[src/rtl/wtdf_pkg.sv]
// ----------------------------------------------------------------------------
// wtdf_pkg
// Shared types and character-class helpers for the word tokenizer with
// decorator filter.
// ----------------------------------------------------------------------------
`default_nettype none

package wtdf_pkg;

  localparam int unsigned CharW     = 16;
  localparam int unsigned MaxResult = 4;
  localparam int unsigned CntW      = $clog2(MaxResult + 1);
  localparam int unsigned IdxW      = $clog2(MaxResult);

  // Pending run length codes
  localparam logic [1:0] RunNone = 2'd0;
  localparam logic [1:0] RunOne  = 2'd1;
  localparam logic [1:0] RunTwo  = 2'd2;
  localparam logic [1:0] RunLong = 2'd3;

  // Result kinds
  localparam logic KindChar    = 1'b0;
  localparam logic KindWordEnd = 1'b1;

  // All results caused by one accepted character
  typedef struct packed {
    logic [CntW-1:0]                 cnt;
    logic [MaxResult-1:0]            kind;
    logic [MaxResult-1:0][CharW-1:0] chr;
  } burst_t;

  function automatic logic is_space(input logic [CharW-1:0] c);
    is_space = (c == 16'h0020) || ((c >= 16'h0009) && (c <= 16'h000D));
  endfunction

  function automatic logic is_decorator(input logic [CharW-1:0] c);
    is_decorator = (c == 16'h002D) || (c == 16'h002B) || (c == 16'h005F) ||
                   (c == 16'h003D) || (c == 16'h007C) || (c == 16'h007E);
  endfunction

endpackage

`default_nettype wire

[src/rtl/wtdf_step.sv]
// ----------------------------------------------------------------------------
// wtdf_step
// Word/run state and the single-pass decision logic that turns one character
// into its list of results.
// ----------------------------------------------------------------------------
`default_nettype none

module wtdf_step import wtdf_pkg::*; (
  input  wire logic             clk,
  input  wire logic             rst,
  input  wire logic             accept,
  input  wire logic [CharW-1:0] ch,
  input  wire logic             end_of_text,
  output burst_t                burst
);

  logic [CharW-1:0] run_char, run_char_next;
  logic [1:0]       run_length, run_length_next;
  logic             word_emitted, word_emitted_next;

  logic             sp, ext, dec, close;
  logic [1:0]       a_cnt, c_cnt;
  logic             b_put, d_put;
  logic [1:0]       mid_len;
  logic [CharW-1:0] mid_char;
  logic             mid_we;
  logic [2:0]       ab, abc;

  always_comb begin
    sp    = is_space(ch);
    dec   = is_decorator(ch);
    ext   = !sp && (run_length != RunNone) && (ch == run_char);
    a_cnt = 2'd0;
    b_put = 1'b0;
    mid_len  = run_length;
    mid_char = run_char;
    mid_we   = word_emitted;
    if (!sp) begin
      if (ext) begin
        if (run_length != RunLong) begin
          mid_len = run_length + 2'd1;
        end
      end else begin
        // flush a short run ended by another character
        if (run_length == RunOne || run_length == RunTwo) begin
          a_cnt  = run_length;
          mid_we = 1'b1;
        end
        if (dec) begin
          mid_len  = RunOne;
          mid_char = ch;
        end else begin
          mid_len = RunNone;
          b_put   = 1'b1;
          mid_we  = 1'b1;
        end
      end
    end

    close = sp || end_of_text;
    c_cnt = 2'd0;
    d_put = 1'b0;
    run_length_next   = mid_len;
    run_char_next     = mid_char;
    word_emitted_next = mid_we;
    if (close) begin
      // at word end a lone decorator survives only behind emitted text
      if (mid_len == RunTwo || (mid_len == RunOne && mid_we)) begin
        c_cnt = mid_len;
      end
      d_put             = mid_we || (c_cnt != 2'd0);
      run_length_next   = RunNone;
      run_char_next     = '0;
      word_emitted_next = 1'b0;
    end
  end

  // Lay the four result groups out in order
  always_comb begin
    ab  = {1'b0, a_cnt} + {2'b00, b_put};
    abc = ab + {1'b0, c_cnt};
    burst.cnt = abc + {2'b00, d_put};
    for (int i = 0; i < MaxResult; i++) begin
      if (3'(i) < {1'b0, a_cnt}) begin
        burst.kind[i] = KindChar;
        burst.chr[i]  = run_char;
      end else if (3'(i) < ab) begin
        burst.kind[i] = KindChar;
        burst.chr[i]  = ch;
      end else if (3'(i) < abc) begin
        burst.kind[i] = KindChar;
        burst.chr[i]  = mid_char;
      end else begin
        burst.kind[i] = KindWordEnd;
        burst.chr[i]  = '0;
      end
    end
  end

  always_ff @(posedge clk) begin
    if (rst) begin
      run_char     <= '0;
      run_length   <= RunNone;
      word_emitted <= 1'b0;
    end else if (accept) begin
      run_char     <= run_char_next;
      run_length   <= run_length_next;
      word_emitted <= word_emitted_next;
    end
  end

endmodule

`default_nettype wire

[src/rtl/wtdf_burst_out.sv]
// ----------------------------------------------------------------------------
// wtdf_burst_out
// Result register: holds the results of one character and hands them out
// one per transfer.
// ----------------------------------------------------------------------------
`default_nettype none

module wtdf_burst_out import wtdf_pkg::*; (
  input  wire logic             clk,
  input  wire logic             rst,
  input  wire logic             load,
  input  wire burst_t           burst_in,
  output logic                  free,
  output logic                  out_valid,
  input  wire logic             out_ready,
  output logic                  kind,
  output logic [CharW-1:0]      out_char,
  output logic                  last
);

  burst_t          held;
  logic            busy;
  logic [IdxW-1:0] idx;
  logic            xfer;

  assign out_valid = busy;
  assign kind      = held.kind[idx];
  assign out_char  = held.chr[idx];
  assign last      = (CntW'(idx) + CntW'(1)) == held.cnt;
  assign xfer      = busy && out_ready;
  assign free      = !busy || (out_ready && last);

  always_ff @(posedge clk) begin
    if (rst) begin
      busy <= 1'b0;
      idx  <= '0;
    end else if (load && burst_in.cnt != '0) begin
      busy <= 1'b1;
      idx  <= '0;
    end else if (xfer) begin
      if (last) begin
        busy <= 1'b0;
        idx  <= '0;
      end else begin
        idx <= idx + IdxW'(1);
      end
    end
  end

  always_ff @(posedge clk) begin
    if (load && burst_in.cnt != '0) begin
      held <= burst_in;
    end
  end

  a_busy_nonempty: assert property (@(posedge clk) disable iff (rst)
    busy |-> held.cnt != '0)
    else $error("busy with empty result list");

  a_idx_in_range: assert property (@(posedge clk) disable iff (rst)
    busy |-> CntW'(idx) < held.cnt)
    else $error("result index past result count");

  a_stall_holds: assert property (@(posedge clk) disable iff (rst)
    (busy && !out_ready) |=> (busy && $stable(idx)))
    else $error("result moved while stalled");

  a_load_when_free: assert property (@(posedge clk) disable iff (rst)
    load |-> free)
    else $error("load while previous results pending");

endmodule

`default_nettype wire

[src/rtl/word_tokenizer_decorator_filter.sv]
// ----------------------------------------------------------------------------
// word_tokenizer_decorator_filter
// Splits a UTF-16 character stream into words and filters decorator runs.
// ----------------------------------------------------------------------------
// Output: the first result of a character is offered in the cycle after its
//   transfer; a character causes zero to four results.
// Throughput: with out_ready high, one character per cycle while each causes
//   at most one result; otherwise one result per cycle, set by the output port.
// Reset: synchronous rst clears the run and word state and empties the
//   result register; the block takes input in the first cycle after reset.
// ----------------------------------------------------------------------------
`default_nettype none

module word_tokenizer_decorator_filter import wtdf_pkg::*; (
  input  wire logic             clk,
  input  wire logic             rst,
  // character input channel
  input  wire logic             in_valid,
  output logic                  in_ready,
  input  wire logic [CharW-1:0] ch,
  input  wire logic             end_of_text,
  // result output channel
  output logic                  out_valid,
  input  wire logic             out_ready,
  output logic                  kind,
  output logic [CharW-1:0]      out_char,
  output logic                  last
);

  burst_t burst;
  logic   accept;
  logic   free;

  // Take a character whenever the result register is empty or hands out its
  // final result in this cycle; a character with no results still advances
  // the word state.
  assign in_ready = free;
  assign accept   = in_valid && in_ready;

  // Decision logic and run/word state; state advances on each input transfer
  wtdf_step u_step (
    .clk         (clk),
    .rst         (rst),
    .accept      (accept),
    .ch          (ch),
    .end_of_text (end_of_text),
    .burst       (burst)
  );

  // Result register; hold results until each output transfer drains one
  wtdf_burst_out u_out (
    .clk       (clk),
    .rst       (rst),
    .load      (accept),
    .burst_in  (burst),
    .free      (free),
    .out_valid (out_valid),
    .out_ready (out_ready),
    .kind      (kind),
    .out_char  (out_char),
    .last      (last)
  );

endmodule

`default_nettype wire

[config.mk]
export PLATFORM = sky130hd
export DESIGN_NAME = word_tokenizer_decorator_filter
export DESIGN_NICKNAME = d
export VERILOG_FILES = /design/src/rtl/wtdf_pkg.sv /design/src/rtl/wtdf_step.sv /design/src/rtl/wtdf_burst_out.sv /design/src/rtl/word_tokenizer_decorator_filter.sv
export SDC_FILE = /design/constraint.sdc
export NUM_CORES = 1
export LEC_CHECK = 0
export ABC_CLOCK_PERIOD_IN_PS = 8950
export BUFFER_PORTS_ARGS = -buffer_cell sky130_fd_sc_hd__buf_2
export CORE_UTILIZATION = 52
export DETAILED_ROUTE_END_ITERATION = 10
export PLACE_DENSITY = 0.71
export SLEW_MARGIN = 15
export SYNTH_ARGS = -nofsm -noshare
export SYNTH_HDL_FRONTEND = slang
export SYNTH_SLANG_ARGS = --single-unit
export TNS_END_PERCENT = 5
[constraint.sdc]
create_clock -name clk -period 8.95 [get_ports clk]
set_clock_uncertainty 0.15 [all_clocks]
set_input_delay 0.895 -clock clk [delete_from_list [all_inputs] [get_ports clk]]
set_output_delay 0.895 -clock clk [all_outputs]
set_load 0.01 [all_outputs]
==> flow_summary.yaml, run 1 <==
setup_path:
  ff2ff_setup_slack_ns: 3.64
  cp.arrival_ns: 5.45
  crit_fanout: 41
  crit_buf_inv: 4
  ff2ff_path_depth: 15
  endpoint_kind: "flop"
  worst-path-stages: 16
  crit_top_cell: "ha_1"
  cp_slowest_cell: "nor2_4"
  timing.rr.end: "u_out.held[1]$_DFFE_PP_"
  cp-endpoint: "u_out.held[1]$_DFFE_PP_"
  crit_family: "simple AND/OR/NAND/NOR gates"
  critPathLaunch: "ch[2]"
  rr_startpoint: "u_step.run_char[9]$_SDFFE_PP0P_"
  start_kind: "input pin"
  max_stage_delay_ns: 0.72
  worstSetupPathType: "in2reg"
  cp_data_required_time_ns: 8.81
  worstPathCellList: "buf_2, xnor2_1, nand4_1, nor3_1, nand2_1, and3_1, ha_1, ha_1, inv_1, fa_1, inv_1, ha_1, xnor2_1, nor3_1, nor2_4, buf_4"
cts:
  cts_max_level: 3
  cts_tree: "yes"
  post-cts-setup-buffers: 0
  cts_buffers: 9
  clock_path_buffers: 2
  cts.sinks: 93
  path_clk_slew_ns: 0.10
  clk_latency_ns: 0.36
  cts.root.buffer_cell: "clkbuf_8"
  ctsResizeCount: 0
  ctsHoldBuffers: 0
timing:
  setup_violations: 0
  finalCritPeriodShare_pct: 62.5
  worst_slack_ns: 3.36
  maxSlewViolCount: 0
  fmax_mhz: 179
  fin_tns_setup_ns: 0
  maxSlewHeadroom_pct: 29.0
  rsz0062_at_grt: "no"
  fin_crit_ns: 5.59
  tightestPinTransition_ns: 1.06
  finalHoldViolations: 0
synthesis:
  syn_area_per_cell_um2: 12.3
  synth_top_area_cell: "edfxtp_1"
  synth_nets: 438
  yosys_warnings: 0
  synth-edff-count: 71
  synth_seq_cells: 93
  synthCells: 406
  synth_area_um2: 5000
  synthArstFlopShare_pct: 0
  synth-seq-area-share_pct: 51.5
  synth.area.top_cells: "edfxtp_1, dfxtp_1, mux4_2"
  synth-main-ff-cell: "edfxtp_1"
  yosys.cell_types.count: 61
  netlist.area_leader.share_pct: 42.7
power_and_ir_drop:
  leakage_uw: 0.00192
  clockPowerShare_pct: 34.9
  powerDensity_nw_per_um2: 158
  p_total_uw: 861
  switching_share_pct: 25.0
  pwr-share-seq_pct: 56.9
  p_int_uw: 646
  power.switching_uw: 215
  combPwrFrac_pct: 8.2
  irDropWorstVdd_mv: 0.125
placed_design:
  pre_cts_ws_ns: 2.95
  placed_cell_area_um2: 5250
  hpwl_um: 7920
  gp_congestion: 0.935
  port_buffers: 40
global_route:
  grtUsageTotal_pct: 24.8
  overflow: 0
  grt_max_degree: 42
  antenna_found_initial: 0
  grt_pass1_vias: 3339
  grt_pass1_wl_um: 18200
run:
  cap_viol_max_count: 0
floorplan:
  start_util_pct: 53.8
  core_um2: 9280
  dieArea_um2: 10000
  die_height_um: 100
  ios: 41
  die_w_um: 100
  rows: 35
detailed_routing:
  wire_per_inst_um: 21.0
  wl_met2_um: 5520
  num_vias: 3584
  wl_met1_um: 5370
  first_pass_iters: 5
  top_layer_used: "met4"
  vias_per_cell: 6.34
  drtIter0Drc: 334
  drc: 0
  wl_um: 11900
  met3RoutedLength_um: 771
  drtAntennaViolNets: 0
cells_and_area:
  fin_nets: 463
  syn2layout_area_growth_pct: 9.09
  drive_gt1_share_pct: 20.4
  final-seq-area_um2: 2570
  final_area_um2: 5450
  layout_commonest_cell: "edfxtp_1"
  multi_input_area_um2: 2210
  num_antenna_cells: 0
  fillers: 789
  layout_common_cells: "edfxtp_1, buf_2, a22o_1"
hold_path:
  hp-class: "reg2reg"
  hold_depth: 2
  holdCritStartpoint: "u_step.run_length[0]$_SDFFE_PP0P_"
outcome:
  status: "complete, no violations"
==> power by group through the flow <==
stage	Combinational, uW	Sequential [uW]	Clock (uW)
floorplan	46.5	500	0
global placement	69.6	499	0
detailed placement	70.8	500	0
CTS	71.0	490	300
global route	76.3	492	314
finish	70.4	490	301
==> worst min path at each step <==
stage                                              to  slack [ns]
floorplan           u_step.run_length[0]$_SDFFE_PP0P_        0.31
global placement    u_step.run_length[0]$_SDFFE_PP0P_        0.35
detailed placement  u_step.run_length[0]$_SDFFE_PP0P_        0.35
CTS                 u_step.run_length[0]$_SDFFE_PP0P_        0.37
global route        u_step.run_length[1]$_SDFFE_PP0P_        0.41
finish              u_step.run_length[0]$_SDFFE_PP0P_        0.37
==> layout make-up <==
class,count,area share (%)
clock buffers,9,2.27
clock inverters,7,1.47
inverters,19,1.31
multi-input cells,264,40.6
flip-flops and latches,93,47.2
well taps,129,2.96
repair buffers,44,4.22
==> cells in the mapped netlist (all sizes together), types with 2 or more instances <==
cell and number:
xor2 15, o21a 2, nor3b 11, buf 15
nand2 23, mux4 17, nor3 15, ha 10
nor4 3, edfxtp 71, a31oi 4, and2 2
o21ai 23, a22o 33, nand3 13, a22oi 2
a21o 4, or4 3, dfxtp 22, a32o 18
a21oi 9, nor2 10, clkbuf 15, inv 19
nand2b 4, o211ai 2, xnor2 6, and4b 2
or2 2, and3 4, o32ai 6
==> layer usage <==
layer	up-vias	GRT usage (%)
li1	1656	-
met1	1745	35.8
met2	170	38.7
met3	13	3.83
met4	0	8.47
met5	-	0
==> stage by stage <==
stage	hold WS, ns	util [%]	std cells
after floorplan	0.313	-	406
after global placement	0.347	56.5	549
after detailed placement	0.351	56.5	549
after CTS	0.366	58.7	565
after global routing	0.406	58.7	565
final	0.365	58.7	565
==> cells by family (layout without fill, tap and decap cells) <==
kind of cell    count (synthesis)  in the layout  share of synthesized area [%]
buf+inv                        49             79                           4.41
simple gates                   99             99                           10.9
mux                            18             18                           7.86
xor+xnor                       21             21                           3.68
compound gates                115            115                           18.8
fa+ha+maj                      11             11                           2.91
flops                          93             93                           51.5
==> sequential cells by signal (all words and copies together) (netlist names) <==
register and cells:
u_out.held 71, u_step.run_char 16, u_out.idx 2, u_step.run_length 2, u_out.out_valid 1, u_step.word_emitted 1
==> worst reg2reg max path: cells and delay by family, from the launching register on <==
kind	cells	cell delay (ns)
buf+inv	3	0.70
flops	1	0.38
simple gates	6	2.07
xor+xnor	2	0.39
fa+ha+maj	4	1.24
(Power assumes the default switching activity.)
==> run 2: changes to the inputs <==
--- a/config.mk
+++ b/config.mk
@@ -5,11 +5,11 @@
 export SDC_FILE = /design/constraint.sdc
 export NUM_CORES = 1
 export LEC_CHECK = 0
-export ABC_CLOCK_PERIOD_IN_PS = 8950
+export ABC_CLOCK_PERIOD_IN_PS = 4600
 export BUFFER_PORTS_ARGS = -buffer_cell sky130_fd_sc_hd__buf_2
 export CORE_UTILIZATION = 52
 export DETAILED_ROUTE_END_ITERATION = 10
-export PLACE_DENSITY = 0.71
+export PLACE_DENSITY = 0.74
 export SLEW_MARGIN = 15
 export SYNTH_ARGS = -nofsm -noshare
 export SYNTH_HDL_FRONTEND = slang
==> constraint.sdc (replaced) <==
create_clock -name clk -period 4.6 [get_ports clk]
set_clock_uncertainty 0.15 [all_clocks]
set_input_delay 0.46 -clock clk [delete_from_list [all_inputs] [get_ports clk]]
set_output_delay 0.46 -clock clk [all_outputs]
set_load 0.01 [all_outputs]
==> run 2 against run 1 <==
Final cell count up 3.7%. Combinational power up 110%. Via count up 2.0%. Hold slack worse by 0.088 ns. Die area unchanged. Sequential power up 94%. Critical path depth unchanged.
==> flow_summary.yaml, run 2 (same netlist as run 1, synthesis figures left out) <==
global_route:
  met3_usage_pct: 4.04
  antenna_found_initial: 0
  overflow: 0
  busiest_layer: "met2"
  grtUsageTotal_pct: 25.0
  grt_max_degree: 27
  grt.met1_usage_pct: 33.3
  met2_usage_pct: 41.1
  grt_pass1_wl_um: 18800
  grt_pass1_vias: 3649
timing:
  maxSlewViolCount: 0
  setup_violations: 0
  rsz0062_at_grt: "no"
  finalHoldViolations: 0
  fin_tns_setup_ns: 0
  fmax_mhz: 242
  tightestPinTransition_ns: 0.790
  worst_slack_ns: 0.462
  fin_crit_ns: 4.14
  finalCritPeriodShare_pct: 90.0
  maxSlewHeadroom_pct: 47.4
hold_path:
  hold_depth: 3
  hp-class: "in2reg"
  holdCritStartpoint: "end_of_text"
detailed_routing:
  first_pass_iters: 5
  wire_per_inst_um: 19.5
  num_vias: 3655
  drtAntennaViolNets: 0
  wl_um: 11500
  drtIter0Drc: 375
  drc: 0
  vias_per_cell: 6.24
floorplan:
  start_util_pct: 53.8
  rows: 35
  ios: 41
  dieArea_um2: 10000
  die_w_um: 100
  die_height_um: 100
  core_um2: 9280
cells_and_area:
  multi_input_area_um2: 2240
  final_area_um2: 5670
  layout_commonest_cell: "edfxtp_1"
  drive_gt1_share_pct: 24.9
  largest_reg_flops: 71
  fin_nets: 484
  syn2layout_area_growth_pct: 13.5
  largest_register: "u_out.held"
  num_antenna_cells: 0
  reg_top3: "u_out.held x71, u_step.run_char x16"
  fillers: 778
  final-seq-area_um2: 2570
  layout_common_cells: "edfxtp_1, buf_2, a22o_1"
placed_design:
  pre_cts_ws_ns: 0.114
  port_buffers: 40
  gp_congestion: 0.943
  placed_cell_area_um2: 5470
  hpwl_um: 7980
power_and_ir_drop:
  powerDensity_nw_per_um2: 292
  irDropWorstVdd_mv: 0.142
  leakage_uw: 0.00204
  p_total_uw: 1650
setup_path:
  ff2ff_path_depth: 16
  endpoint_kind: "flop"
  worstPathCellList: "xor2_1, nor4_1, buf_4, and3_1, nand2_1, and3_4, ha_4, ha_1, inv_1, fa_1, xor2_1, nand2_1, o21ai_0, buf_4, o21ai_1, a32o_1"
  timing.rr.end: "u_out.held[5]$_DFFE_PP_"
  crit_fanout: 6
  start_kind: "flop"
  crit_buf_inv: 3
  worstSetupPathType: "reg2reg"
  max_stage_delay_ns: 0.40
  cp_slowest_cell: "fa_1"
  worst-path-stages: 16
  cp-endpoint: "u_out.held[5]$_DFFE_PP_"
  crit_family: "simple AND/OR/NAND/NOR gates"
  critPathLaunch: "u_step.run_char[15]$_SDFFE_PP0P_"
  cp_data_required_time_ns: 4.57
  cp.arrival_ns: 4.11
  ff2ff_setup_slack_ns: 0.46
  rr_startpoint: "u_step.run_char[15]$_SDFFE_PP0P_"
cts:
  clock_path_buffers: 2
  cts_buffers: 9
  cts.root.buffer_cell: "clkbuf_8"
  ctsHoldBuffers: 0
  path_clk_slew_ns: 0.09
  cts_tree: "yes"
  ctsResizeCount: 0
  cts.sinks: 93
  cts_max_level: 3
  post-cts-setup-buffers: 0
  clk_latency_ns: 0.36
run:
  cap_viol_max_count: 0
outcome:
  status: "complete, no violations"
run 2: tightest hold or removal path: stages:
cell	delay, ns
buf_2	0.12
or4_1	0.11
a21oi_1	0.06
run 2: worst min path at each step:
stage,endpoint
floorplan,u_step.run_length[0]$_SDFFE_PP0P_
global placement,u_step.run_length[0]$_SDFFE_PP0P_
detailed placement,u_step.run_length[0]$_SDFFE_PP0P_
CTS,u_step.run_length[1]$_SDFFE_PP0P_
global route,u_step.run_length[1]$_SDFFE_PP0P_
finish,u_step.run_length[1]$_SDFFE_PP0P_
run 2: power breakdown:
part	internal, uW	switching (uW)
clock network	256	298
registers	941	9.76
logic	62.3	86.4
run 2: cell type report:
class,count,share of cell area [%]
Sequential cell,93,45.4
Clock inverter,6,1.21
Inverter,19,1.26
Tap cell,129,2.85
Multi-Input combinational cell,264,39.6
Clock buffer,10,2.25
Timing Repair Buffer,65,7.50
run 2: through the flow:
step	hold slack, ns	util [%]	std cells
2_1_floorplan	0.313	-	406
3_3_place_gp	0.336	59.0	570
3_5_place_dp	0.339	59.0	570
4_1_cts	0.266	61.1	586
5_1_grt	0.290	61.1	586
6_report	0.277	61.1	586
run 2: layer usage:
| metal | wire (um) | vias up |
|---|---|---|
| met4 | 251 | 0 |
| met1 | 4850 | 1759 |
| li1 | - | 1695 |
| met5 | 0 | - |
| met3 | 875 | 26 |
| met2 | 5480 | 175 |
